[src/scd_pkg.sv]
`timescale 1ns / 1ps
`default_nettype none
// ----------------------------------------------------------------------------
// scd_pkg
// Shared types and constants for the scanline display controller.
// ----------------------------------------------------------------------------
package scd_pkg;

  // Command codes on the input channel.
  localparam logic [2:0] CMD_FIFO_WR   = 3'd0;
  localparam logic [2:0] CMD_CTRL_WR   = 3'd1;
  localparam logic [2:0] CMD_BORDER_WR = 3'd2;
  localparam logic [2:0] CMD_RETRACE   = 3'd3;
  localparam logic [2:0] CMD_SYNC      = 3'd4;
  localparam logic [2:0] CMD_RESET     = 3'd5;

  // Slot source codes.
  localparam logic [1:0] SRC_ZERO    = 2'd0;
  localparam logic [1:0] SRC_PATTERN = 2'd1;
  localparam logic [1:0] SRC_MEMORY  = 2'd2;

  // Control register bits.
  localparam int CTRL_DISPLAY_ON = 0;
  localparam int CTRL_BLANK      = 1;
  localparam int CTRL_PICTURE    = 2;
  localparam int CTRL_INVERT     = 3;
  localparam int CTRL_ODD_FIELD  = 4;
  localparam int CTRL_SYNC       = 5;
  localparam int CTRL_KEEP_FIFO  = 6;

  // Scanline geometry.
  localparam int          PICTURE_WORDS = 64;
  localparam logic [5:0]  SLOT_LAST     = 6'd63;
  localparam logic [11:0] LINE_OFS_ODD  = 12'd37;
  localparam logic [11:0] LINE_OFS_EVEN = 12'd36;
  localparam logic [11:0] DRAW_LINE_END = 12'd860;
  localparam logic [11:0] LINE_SAT      = 12'd4093;
  localparam logic [11:0] LINE_MAX      = 12'd4095;
  localparam logic [11:0] LINE_STEP     = 12'd2;

  typedef enum logic [2:0] {
    OP_NOP,
    OP_FIFO_WR,
    OP_CTRL_WR,
    OP_BORDER_WR,
    OP_RETRACE,
    OP_SYNC,
    OP_RESET
  } op_t;

  typedef struct packed {
    op_t         op;
    logic [15:0] data;
  } cmd_item_t;

  typedef enum logic {
    BK_IDLE,
    BK_SLOTS
  } back_state_t;

endpackage
`default_nettype wire

[src/scd_front.sv]
`timescale 1ns / 1ps
`default_nettype none
// ----------------------------------------------------------------------------
// scd_front
// Accepts input transfers, decodes the command and queues it for the back end.
// ----------------------------------------------------------------------------
module scd_front (
  input  wire logic               clk,
  input  wire logic               rst_n,
  input  wire logic               in_valid,
  output logic                    in_ready,
  input  wire logic [2:0]         in_cmd,
  input  wire logic [15:0]        in_data,
  output logic                    q_valid,
  output scd_pkg::cmd_item_t      q_item,
  input  wire logic               q_pop
);

  scd_pkg::cmd_item_t q_mem_r [2];
  logic               wr_ptr_r, wr_ptr_nxt;
  logic               rd_ptr_r, rd_ptr_nxt;
  logic [1:0]         count_r, count_nxt;
  scd_pkg::cmd_item_t dec_item;
  logic               push;
  logic               pop;

  always_comb begin
    dec_item.data = in_data;
    unique case (in_cmd)
      scd_pkg::CMD_FIFO_WR:   dec_item.op = scd_pkg::OP_FIFO_WR;
      scd_pkg::CMD_CTRL_WR:   dec_item.op = scd_pkg::OP_CTRL_WR;
      scd_pkg::CMD_BORDER_WR: dec_item.op = scd_pkg::OP_BORDER_WR;
      scd_pkg::CMD_RETRACE:   dec_item.op = scd_pkg::OP_RETRACE;
      scd_pkg::CMD_SYNC:      dec_item.op = scd_pkg::OP_SYNC;
      scd_pkg::CMD_RESET:     dec_item.op = scd_pkg::OP_RESET;
      default:                dec_item.op = scd_pkg::OP_NOP;
    endcase
  end

  assign in_ready = (count_r != 2'd2);
  assign q_valid  = (count_r != 2'd0);
  assign q_item   = q_mem_r[rd_ptr_r];
  assign push     = in_valid && in_ready;
  assign pop      = q_pop && q_valid;

  always_comb begin
    wr_ptr_nxt = push ? ~wr_ptr_r : wr_ptr_r;
    rd_ptr_nxt = pop ? ~rd_ptr_r : rd_ptr_r;
    count_nxt  = count_r;
    if (push && !pop) begin
      count_nxt = count_r + 2'd1;
    end else if (pop && !push) begin
      count_nxt = count_r - 2'd1;
    end
  end

  always_ff @(posedge clk) begin
    if (!rst_n) begin
      wr_ptr_r <= 1'b0;
      rd_ptr_r <= 1'b0;
      count_r  <= 2'd0;
    end else begin
      wr_ptr_r <= wr_ptr_nxt;
      rd_ptr_r <= rd_ptr_nxt;
      count_r  <= count_nxt;
    end
  end

  always_ff @(posedge clk) begin
    if (push) begin
      q_mem_r[wr_ptr_r] <= dec_item;
    end
  end

endmodule
`default_nettype wire

[src/scd_back.sv]
`timescale 1ns / 1ps
`default_nettype none
// ----------------------------------------------------------------------------
// scd_back
// Executes queued commands: register state, the segment FIFO, the slot
// sequencer for retrace lines and the output register.
// ----------------------------------------------------------------------------
module scd_back #(
  parameter int FIFO_DEPTH = 16
) (
  input  wire logic                clk,
  input  wire logic                rst_n,
  input  wire logic                q_valid,
  input  wire scd_pkg::cmd_item_t  q_item,
  output logic                     q_pop,
  output logic                     out_valid,
  input  wire logic                out_ready,
  output logic [5:0]               out_slot,
  output logic [1:0]               out_slot_source,
  output logic [15:0]              out_fetch_address,
  output logic [15:0]              out_border_word,
  output logic                     out_draw_enable,
  output logic [9:0]               out_draw_line,
  output logic                     out_invert_out,
  output logic                     out_wake_task,
  output logic                     out_sleep_task,
  output logic                     out_clear_screen,
  output logic                     out_fifo_overflow,
  output logic                     out_last
);

  localparam int PTR_W = (FIFO_DEPTH > 1) ? $clog2(FIFO_DEPTH) : 1;
  localparam int CNT_W = $clog2(FIFO_DEPTH + 1);
  localparam int SUM_W = CNT_W + 1;

  // Segment FIFO storage.
  logic [15:0]      seg_mem [FIFO_DEPTH];
  logic [15:0]      rd_data_r;
  logic             mem_we;
  logic [PTR_W-1:0] mem_waddr;
  logic [SUM_W-1:0] tail_sum;
  logic [SUM_W-1:0] tail_wrap;

  scd_pkg::back_state_t state_r, state_nxt;

  logic [PTR_W-1:0] head_r, head_nxt;
  logic [CNT_W-1:0] count_r, count_nxt;
  logic             display_on_r, display_on_nxt;
  logic             blank_r, blank_nxt;
  logic             picture_r, picture_nxt;
  logic             invert_r, invert_nxt;
  logic             odd_r, odd_nxt;
  logic [15:0]      border_r, border_nxt;
  logic [11:0]      line_cnt_r, line_cnt_nxt;
  logic             sync_r, sync_nxt;

  // Per-line values latched at retrace start.
  logic [5:0]       slot_r, slot_nxt;
  logic [1:0]       src_r, src_nxt;
  logic [5:0]       seg_last_r, seg_last_nxt;
  logic [9:0]       seg_line_r, seg_line_nxt;
  logic [15:0]      pword_r, pword_nxt;
  logic             den_r, den_nxt;
  logic [9:0]       dline_r, dline_nxt;
  logic             line_inv_r, line_inv_nxt;

  logic             out_valid_r, out_valid_nxt;
  logic [5:0]       o_slot_r, o_slot_nxt;
  logic [1:0]       o_src_r, o_src_nxt;
  logic [15:0]      o_addr_r, o_addr_nxt;
  logic [15:0]      o_border_r, o_border_nxt;
  logic             o_den_r, o_den_nxt;
  logic [9:0]       o_dline_r, o_dline_nxt;
  logic             o_inv_r, o_inv_nxt;
  logic             o_wake_r, o_wake_nxt;
  logic             o_sleep_r, o_sleep_nxt;
  logic             o_clear_r, o_clear_nxt;
  logic             o_ovf_r, o_ovf_nxt;
  logic             o_last_r, o_last_nxt;

  logic             out_free;
  logic             start;
  logic             fifo_pop;
  logic             fifo_flush;
  logic             fifo_full;
  logic [11:0]      eff;
  logic [7:0]       pbyte;

  assign out_free  = !out_valid_r || out_ready;
  assign start     = (state_r == scd_pkg::BK_IDLE) && q_valid && out_free;
  assign fifo_full = (count_r >= CNT_W'(FIFO_DEPTH));

  assign tail_sum  = SUM_W'(head_r) + SUM_W'(count_r);
  assign tail_wrap = (tail_sum >= SUM_W'(FIFO_DEPTH)) ? tail_sum - SUM_W'(FIFO_DEPTH)
                                                      : tail_sum;
  assign mem_waddr = tail_wrap[PTR_W-1:0];

  assign eff   = line_cnt_r - (odd_r ? scd_pkg::LINE_OFS_ODD : scd_pkg::LINE_OFS_EVEN);
  assign pbyte = eff[1] ? border_r[15:8] : border_r[7:0];

  always_comb begin
    state_nxt = state_r;
    unique case (state_r)
      scd_pkg::BK_IDLE: begin
        if (start && q_item.op == scd_pkg::OP_RETRACE && display_on_r) begin
          state_nxt = scd_pkg::BK_SLOTS;
        end
      end
      scd_pkg::BK_SLOTS: begin
        if (out_free && slot_r == scd_pkg::SLOT_LAST) begin
          state_nxt = scd_pkg::BK_IDLE;
        end
      end
      default: state_nxt = scd_pkg::BK_IDLE;
    endcase
  end

  always_comb begin
    q_pop          = 1'b0;
    mem_we         = 1'b0;
    fifo_pop       = 1'b0;
    fifo_flush     = 1'b0;
    display_on_nxt = display_on_r;
    blank_nxt      = blank_r;
    picture_nxt    = picture_r;
    invert_nxt     = invert_r;
    odd_nxt        = odd_r;
    border_nxt     = border_r;
    line_cnt_nxt   = line_cnt_r;
    sync_nxt       = sync_r;
    slot_nxt       = slot_r;
    src_nxt        = src_r;
    seg_last_nxt   = seg_last_r;
    seg_line_nxt   = seg_line_r;
    pword_nxt      = pword_r;
    den_nxt        = den_r;
    dline_nxt      = dline_r;
    line_inv_nxt   = line_inv_r;
    out_valid_nxt  = out_valid_r && !out_ready;
    o_slot_nxt     = o_slot_r;
    o_src_nxt      = o_src_r;
    o_addr_nxt     = o_addr_r;
    o_border_nxt   = o_border_r;
    o_den_nxt      = o_den_r;
    o_dline_nxt    = o_dline_r;
    o_inv_nxt      = o_inv_r;
    o_wake_nxt     = o_wake_r;
    o_sleep_nxt    = o_sleep_r;
    o_clear_nxt    = o_clear_r;
    o_ovf_nxt      = o_ovf_r;
    o_last_nxt     = o_last_r;

    if (state_r == scd_pkg::BK_SLOTS) begin
      if (out_free) begin
        out_valid_nxt = 1'b1;
        o_slot_nxt    = slot_r;
        o_src_nxt     = src_r;
        o_addr_nxt    = (src_r == scd_pkg::SRC_MEMORY) ? {seg_line_r, slot_r} : 16'd0;
        o_border_nxt  = pword_r;
        o_den_nxt     = den_r;
        o_dline_nxt   = dline_r;
        o_inv_nxt     = line_inv_r;
        o_wake_nxt    = (slot_r == scd_pkg::SLOT_LAST);
        o_sleep_nxt   = 1'b0;
        o_clear_nxt   = 1'b0;
        o_ovf_nxt     = 1'b0;
        o_last_nxt    = (slot_r == scd_pkg::SLOT_LAST);
        slot_nxt      = slot_r + 6'd1;
        // The next segment takes over after the current one's last slot.
        if (src_r == scd_pkg::SRC_MEMORY && slot_r != scd_pkg::SLOT_LAST &&
            slot_r == seg_last_r && count_r != '0) begin
          fifo_pop     = 1'b1;
          seg_last_nxt = rd_data_r[15:10];
          seg_line_nxt = rd_data_r[9:0];
        end
      end
    end else if (start) begin
      q_pop = 1'b1;
      if (q_item.op == scd_pkg::OP_RETRACE && display_on_r) begin
        slot_nxt     = 6'd0;
        den_nxt      = (eff >= 12'd1) && (eff < scd_pkg::DRAW_LINE_END);
        dline_nxt    = ((eff >= 12'd1) && (eff < scd_pkg::DRAW_LINE_END)) ? eff[9:0] : 10'd0;
        pword_nxt    = blank_r ? 16'd0 : {pbyte, pbyte};
        line_inv_nxt = invert_r;
        if (blank_r) begin
          src_nxt = scd_pkg::SRC_ZERO;
        end else if (!picture_r) begin
          src_nxt = scd_pkg::SRC_PATTERN;
        end else if (count_r == '0) begin
          src_nxt = scd_pkg::SRC_ZERO;
        end else begin
          src_nxt      = scd_pkg::SRC_MEMORY;
          fifo_pop     = 1'b1;
          seg_last_nxt = rd_data_r[15:10];
          seg_line_nxt = rd_data_r[9:0];
        end
        line_cnt_nxt = (line_cnt_r >= scd_pkg::LINE_SAT) ? scd_pkg::LINE_MAX
                                                         : line_cnt_r + scd_pkg::LINE_STEP;
      end else begin
        out_valid_nxt = 1'b1;
        o_slot_nxt    = 6'd0;
        o_src_nxt     = scd_pkg::SRC_ZERO;
        o_addr_nxt    = 16'd0;
        o_border_nxt  = 16'd0;
        o_den_nxt     = 1'b0;
        o_dline_nxt   = 10'd0;
        o_inv_nxt     = 1'b0;
        o_wake_nxt    = 1'b0;
        o_sleep_nxt   = 1'b0;
        o_clear_nxt   = 1'b0;
        o_ovf_nxt     = 1'b0;
        o_last_nxt    = 1'b1;
        case (q_item.op)
          scd_pkg::OP_FIFO_WR: begin
            if (fifo_full) begin
              o_ovf_nxt = 1'b1;
            end else begin
              mem_we = 1'b1;
            end
          end
          scd_pkg::OP_CTRL_WR: begin
            display_on_nxt = q_item.data[scd_pkg::CTRL_DISPLAY_ON];
            blank_nxt      = q_item.data[scd_pkg::CTRL_BLANK];
            picture_nxt    = q_item.data[scd_pkg::CTRL_PICTURE];
            invert_nxt     = q_item.data[scd_pkg::CTRL_INVERT];
            if (q_item.data[scd_pkg::CTRL_SYNC]) begin
              line_cnt_nxt = 12'd0;
              odd_nxt      = q_item.data[scd_pkg::CTRL_ODD_FIELD];
              sync_nxt     = 1'b1;
            end
            fifo_flush  = !q_item.data[scd_pkg::CTRL_KEEP_FIFO];
            o_sleep_nxt = !q_item.data[scd_pkg::CTRL_DISPLAY_ON];
          end
          scd_pkg::OP_BORDER_WR: begin
            border_nxt = q_item.data;
          end
          scd_pkg::OP_SYNC: begin
            o_clear_nxt = !sync_r;
            sync_nxt    = 1'b0;
          end
          scd_pkg::OP_RESET: begin
            display_on_nxt = 1'b0;
            blank_nxt      = 1'b0;
            picture_nxt    = 1'b0;
            invert_nxt     = 1'b0;
            odd_nxt        = 1'b0;
            line_cnt_nxt   = 12'd0;
            fifo_flush     = 1'b1;
            o_clear_nxt    = 1'b1;
          end
          default: begin
          end
        endcase
      end
    end

    // FIFO pointer bookkeeping.
    head_nxt  = head_r;
    count_nxt = count_r;
    if (fifo_flush) begin
      head_nxt  = '0;
      count_nxt = '0;
    end else if (fifo_pop) begin
      head_nxt  = (head_r == PTR_W'(FIFO_DEPTH - 1)) ? '0 : head_r + PTR_W'(1);
      count_nxt = count_r - CNT_W'(1);
    end else if (mem_we) begin
      count_nxt = count_r + CNT_W'(1);
    end
  end

  // The read register always holds the word at the head; a write to that
  // address in the same cycle is forwarded.
  always_ff @(posedge clk) begin
    if (mem_we) begin
      seg_mem[mem_waddr] <= q_item.data;
    end
    if (mem_we && mem_waddr == head_nxt) begin
      rd_data_r <= q_item.data;
    end else begin
      rd_data_r <= seg_mem[head_nxt];
    end
  end

  always_ff @(posedge clk) begin
    if (!rst_n) begin
      state_r      <= scd_pkg::BK_IDLE;
      head_r       <= '0;
      count_r      <= '0;
      display_on_r <= 1'b0;
      blank_r      <= 1'b0;
      picture_r    <= 1'b0;
      invert_r     <= 1'b0;
      odd_r        <= 1'b0;
      border_r     <= 16'd0;
      line_cnt_r   <= 12'd0;
      sync_r       <= 1'b0;
      out_valid_r  <= 1'b0;
    end else begin
      state_r      <= state_nxt;
      head_r       <= head_nxt;
      count_r      <= count_nxt;
      display_on_r <= display_on_nxt;
      blank_r      <= blank_nxt;
      picture_r    <= picture_nxt;
      invert_r     <= invert_nxt;
      odd_r        <= odd_nxt;
      border_r     <= border_nxt;
      line_cnt_r   <= line_cnt_nxt;
      sync_r       <= sync_nxt;
      out_valid_r  <= out_valid_nxt;
    end
  end

  always_ff @(posedge clk) begin
    slot_r     <= slot_nxt;
    src_r      <= src_nxt;
    seg_last_r <= seg_last_nxt;
    seg_line_r <= seg_line_nxt;
    pword_r    <= pword_nxt;
    den_r      <= den_nxt;
    dline_r    <= dline_nxt;
    line_inv_r <= line_inv_nxt;
    o_slot_r   <= o_slot_nxt;
    o_src_r    <= o_src_nxt;
    o_addr_r   <= o_addr_nxt;
    o_border_r <= o_border_nxt;
    o_den_r    <= o_den_nxt;
    o_dline_r  <= o_dline_nxt;
    o_inv_r    <= o_inv_nxt;
    o_wake_r   <= o_wake_nxt;
    o_sleep_r  <= o_sleep_nxt;
    o_clear_r  <= o_clear_nxt;
    o_ovf_r    <= o_ovf_nxt;
    o_last_r   <= o_last_nxt;
  end

  assign out_valid         = out_valid_r;
  assign out_slot          = o_slot_r;
  assign out_slot_source   = o_src_r;
  assign out_fetch_address = o_addr_r;
  assign out_border_word   = o_border_r;
  assign out_draw_enable   = o_den_r;
  assign out_draw_line     = o_dline_r;
  assign out_invert_out    = o_inv_r;
  assign out_wake_task     = o_wake_r;
  assign out_sleep_task    = o_sleep_r;
  assign out_clear_screen  = o_clear_r;
  assign out_fifo_overflow = o_ovf_r;
  assign out_last          = o_last_r;

endmodule
`default_nettype wire

[src/scanline_display_controller_unit.sv]
`timescale 1ns / 1ps
`default_nettype none
// ----------------------------------------------------------------------------
// scanline_display_controller_unit
// Display controller that turns bus writes and line ticks into per-slot
// fetch descriptors for one scanline.
// ----------------------------------------------------------------------------
// A two-entry command queue decouples input transfers from execution. Register
// writes, sync checks, resets and retraces with the display off each give one
// result. A retrace with the display on latches the line setup, pops the first
// queued segment in picture mode, then gives one result per picture slot, 64
// results in all, with the slot sequencer and its single output register setting
// the pace and stalling while the output is not taken. The segment FIFO is a FIFO_DEPTH
// word memory with a registered read port that always presents the head word.
module scanline_display_controller_unit #(
  parameter int FIFO_DEPTH = 16
) (
  input  wire logic        clk,
  input  wire logic        rst_n,
  input  wire logic        in_valid,
  output logic             in_ready,
  input  wire logic [2:0]  in_cmd,
  input  wire logic [15:0] in_data,
  output logic             out_valid,
  input  wire logic        out_ready,
  output logic [5:0]       out_slot,
  output logic [1:0]       out_slot_source,
  output logic [15:0]      out_fetch_address,
  output logic [15:0]      out_border_word,
  output logic             out_draw_enable,
  output logic [9:0]       out_draw_line,
  output logic             out_invert_out,
  output logic             out_wake_task,
  output logic             out_sleep_task,
  output logic             out_clear_screen,
  output logic             out_fifo_overflow,
  output logic             out_last
);

  logic               q_valid;
  scd_pkg::cmd_item_t q_item;
  logic               q_pop;

  scd_front u_front (
    .clk      (clk),
    .rst_n    (rst_n),
    .in_valid (in_valid),
    .in_ready (in_ready),
    .in_cmd   (in_cmd),
    .in_data  (in_data),
    .q_valid  (q_valid),
    .q_item   (q_item),
    .q_pop    (q_pop)
  );

  scd_back #(
    .FIFO_DEPTH (FIFO_DEPTH)
  ) u_back (
    .clk               (clk),
    .rst_n             (rst_n),
    .q_valid           (q_valid),
    .q_item            (q_item),
    .q_pop             (q_pop),
    .out_valid         (out_valid),
    .out_ready         (out_ready),
    .out_slot          (out_slot),
    .out_slot_source   (out_slot_source),
    .out_fetch_address (out_fetch_address),
    .out_border_word   (out_border_word),
    .out_draw_enable   (out_draw_enable),
    .out_draw_line     (out_draw_line),
    .out_invert_out    (out_invert_out),
    .out_wake_task     (out_wake_task),
    .out_sleep_task    (out_sleep_task),
    .out_clear_screen  (out_clear_screen),
    .out_fifo_overflow (out_fifo_overflow),
    .out_last          (out_last)
  );

endmodule
`default_nettype wire
[config.mk]
export PLATFORM = sky130hd
export DESIGN_NAME = scanline_display_controller_unit
export DESIGN_NICKNAME = d
export VERILOG_FILES = /design/src/scd_pkg.sv /design/src/scd_front.sv /design/src/scd_back.sv /design/src/scanline_display_controller_unit.sv
export SDC_FILE = /design/constraint.sdc
export NUM_CORES = 1
export LEC_CHECK = 0
export BUFFER_PORTS_ARGS = -buffer_cell sky130_fd_sc_hd__buf_2
export CORE_AREA = 2 2 247 249
export CTS_BUF_LIST = sky130_fd_sc_hd__clkbuf_2
export DETAILED_ROUTE_END_ITERATION = 10
export DIE_AREA = 0 0 249 251
export PLACE_DENSITY = 0.41
export SYNTH_ARGS = -nofsm -noshare
export SYNTH_HDL_FRONTEND = slang
export SYNTH_HIERARCHICAL = 1
export SYNTH_SLANG_ARGS = --single-unit
[constraint.sdc]
create_clock -name clk -period 5.29 [get_ports clk]
set_input_delay 1.058 -clock clk [delete_from_list [all_inputs] [get_ports clk]]
set_output_delay 1.058 -clock clk [all_outputs]
set_load 0.05 [all_outputs]
==> out/results.tsv <==
stage	metric	value	unit
setup_path	crit_family	simple AND/OR/NAND/NOR gates	
setup_path	crit_chain	buf_4 > mux2_2 > or4b_1 > nor2_1 > nand2_1 > or3_4 > nor2_2	
sta	timing.fmax	293	MHz
setup_path	cp_max_fo	19	
layout	nNetsFinal	1238	
clock_tree	cts_buffer_depth	3	
synth	ys_async_sr_fraction	0	%
pwr	power	8.24	mW
job	drv_cap	0	
setup_path	cp-end-kind	register	
synth	synth_common_cells	edfxtp_1, nor2_1, mux4_2	
global_route	grt_max_degree	65	
sta	setup_slack	1880	ps
clock_tree	clk_pin_slew	90	ps
setup_path	critPathLaunchType	register	
min_path	min_path_type	input pin to register	
global_route	grt_overflow_total	0	
synth	yosysSeqAreaShare	71.6	%
clock_tree	cts_max_level	3	
routing	num_vias	9588	
floorplanning	die_w	249	um
global_route	grt_pass1_vias	9891	
floorplanning	dieArea	62500	um^2
sta	min_period	3410	ps
routing	wl	42.0	mm
sta	rsz0062_at_grt	no	
routing	drc	0	
sta	finalMaxSlewViolations	0	
routing	dr.pass1.iters	5	
sta	maxSlewHeadroom	27.1	%
sta	worst_pin_slew	1090	ps
place	place_area	19000	um^2
floorplanning	die_y	251	um
floorplanning	placeableCoreArea	59800	um^2
floorplanning	floorplan.rows	90	
clock_tree	cts_tree	done	
setup_path	critPathBufInv	1	
floorplanning	ios	82	
place	dp_hpwl	26.3	mm
routing	wl_per_cell	20.2	um
floorplanning	start_util	29.7	%
synth	synth_warnings	6	
synth	syn-num-nets	1063	
synth	yosysMostFrequentCell	edfxtp_1	
synth	ys_seq_elements	441	
sta	hold_viol_final	0	
synth	yosysUniqueCellTypes	74	
routing	ant_nets	0	
layout	drive_gt1_share	32.8	%
setup_path	path_class	register to register	
outcome	status	completed	
routing	drt_iter0_drc	617	
synth	syn_inst	1025	
global_route	grt_usage	13.7	%
routing	avgViaCountPerCell	4.62	
clock_tree	numCtsBuffers	118	
synth	synth_area_leaders	edfxtp_1, mux4_2, dfxtp_1, nor2_1, and2_1	
synth	ys.flop_type	edfxtp_1	
setup_path	crit_slowest_cell	nor2_2	
global_route	grt_antenna_before_repair	3	
pwr	cellPowerDensity	409	nW/um^2
sta	skew	131	ps
global_route	grt_pass1_wl	63.6	mm
sta	tns	0	ps
place	pre_cts_slack	1490	ps
synth	synth_top_area_share	65.5	%
synth	synth-edff-count	387	
layout	area_growth_syn_to_layout	13.6	%
clock_tree	cts_resized	0	
synth	synth_top_cell_by_area	edfxtp_1	
clock_tree	clockRootBuffer	clkbuf_2	
clock_tree	clock_sinks	441	
layout	fin_util	33.7	%
synth	synth_area	17700	um^2
sta	period_share	64.5	%
synth	syn_area_per_cell	17.3	um^2
place	gp_congestion	0.748	
setup_path	max_stage_delay	770	ps
setup_path	required	5970	ps
clock_tree	clk_latency	1140	ps
place	io_buffers	81	
layout	design_area	20200	um^2
setup_path	cp.arrival	4090	ps
pwr	peakVddDrop	0.129	mV
sta	setup_violations	0	
pwr	p_leak	6.96	nW
-- state kept, by name, summed over array words and instances, names as in the netlist, 4 cells and up, named ones only --
register                  count
u_back/seg_mem              256
u_back/out_slot               6
u_back/dline_r               10
u_front/q_mem_r              38
u_back/pword_r                8
u_back/out_fetch_address     16
u_back/slot_r                 6
u_back/seg_line_r            10
u_back/border_r              16
u_back/count_r                5
u_back/line_cnt_r            12
u_back/out_border_word        8
u_back/out_draw_line         10
u_back/seg_last_r             6
u_back/head_r                 4
-- area by class of cell --
| cell class | count | area [um^2] |
|---|---|---|
| clock buffer | 183 | 916 |
| clock inverter | 31 | 144 |
| fill | 5805 | 39600 |
| multi-input combinational | 515 | 4700 |
| timing repair buffer | 112 | 658 |
| antenna | 1 | 2.50 |
| tap | 782 | 978 |
| sequential | 441 | 12700 |
| inverter | 12 | 50.0 |
-- through the flow --
stage                     instances  hold slack, ps
after floorplan                1025             409
after detailed placement       1854             486
after global routing           2077            64.5
final                          2077             202
after global placement         1854             476
after CTS                      2076            6.09
-- path summary, 6_finish.rpt --
| path | cells after the start | to | slack, ps | start |
|---|---|---|---|---|
| worst min-delay path | 1 | u_front/q_mem_r[0][15] | 200 | in_data[15] |
| worst min register to register | 2 | u_back/border_r[3] | 500 | u_back/border_r[3] |
| worst max register to register | 7 | u_back/seg_mem[4][12] | 1880 | register |
| worst max-delay path | 7 | u_back/seg_mem[4][12] | 1880 | register |
-- metal layers --
layer	up-vias	wire, um	track usage [%]
met5	-	0	0
met4	0	925	5.77
met3	74	2270	3.22
met2	273	18300	20.1
met1	4838	20500	19.6
li1	4403	-	-
-- worst reg2reg max path: cells and delay by family (launching register included) --
family	cells	cell delay (ps)
buffers and inverters	1	270
DFF	1	320
muxes	1	490
and+or+nand+nor	5	1980
-- cell families after synthesis --
family          count (synthesis)  share of synthesized area (%)
xor+xnor                       27                           1.33
compound gates                 99                           3.62
mux                           130                           13.1
flops                         441                           71.6
buf+inv                        69                           1.95
fa+ha+maj                      15                           1.14
simple gates                  244                           7.24
-- power by group --
group | switching (mW) | internal, mW
Combinational | 1.25 | 0.326
Sequential | 0.0757 | 4.25
Clock | 1.41 | 0.924
-- layout by cell type (no fill, tap or decap), types with 4 or more instances in the layout --
| master | synthesis | final |
|---|---|---|
| clkinv_2 | 0 | 5 |
| mux2i_1 | 31 | 31 |
| buf_2 | 17 | 81 |
| xor2_1 | 14 | 14 |
| xnor2_1 | 13 | 13 |
| dfxtp_1 | 54 | 52 |
| nor3_1 | 5 | 5 |
| nand2b_1 | 8 | 8 |
| nor2_2 | 4 | 6 |
| nand3_1 | 11 | 11 |
| or3_1 | 5 | 5 |
| a21oi_1 | 37 | 37 |
| edfxtp_1 | 387 | 387 |
| nor2_1 | 93 | 90 |
| mux2_2 | 19 | 19 |
| inv_1 | 10 | 10 |
| buf_4 | 10 | 23 |
| ha_1 | 13 | 13 |
| o21ai_1 | 3 | 4 |
| nor3b_1 | 5 | 5 |
| nand2_1 | 30 | 30 |
| nor2b_1 | 4 | 4 |
| clkinv_1 | 1 | 22 |
| mux4_2 | 80 | 80 |
| and2_1 | 51 | 51 |
| a22oi_1 | 4 | 4 |
| clkbuf_2 | 0 | 183 |
| dlygate4sd3_1 | 0 | 8 |
| o21ai_0 | 17 | 16 |
| a21o_1 | 5 | 5 |
-- repair_timing --
item	4_1_cts	5_1_grt
hold buffers	8	0
endpoints found under the setup margin	0	0
buffers inserted	0	0
hold endpoints to repair	15	0
No activity file was read; power rests on OpenSTA's default activity.
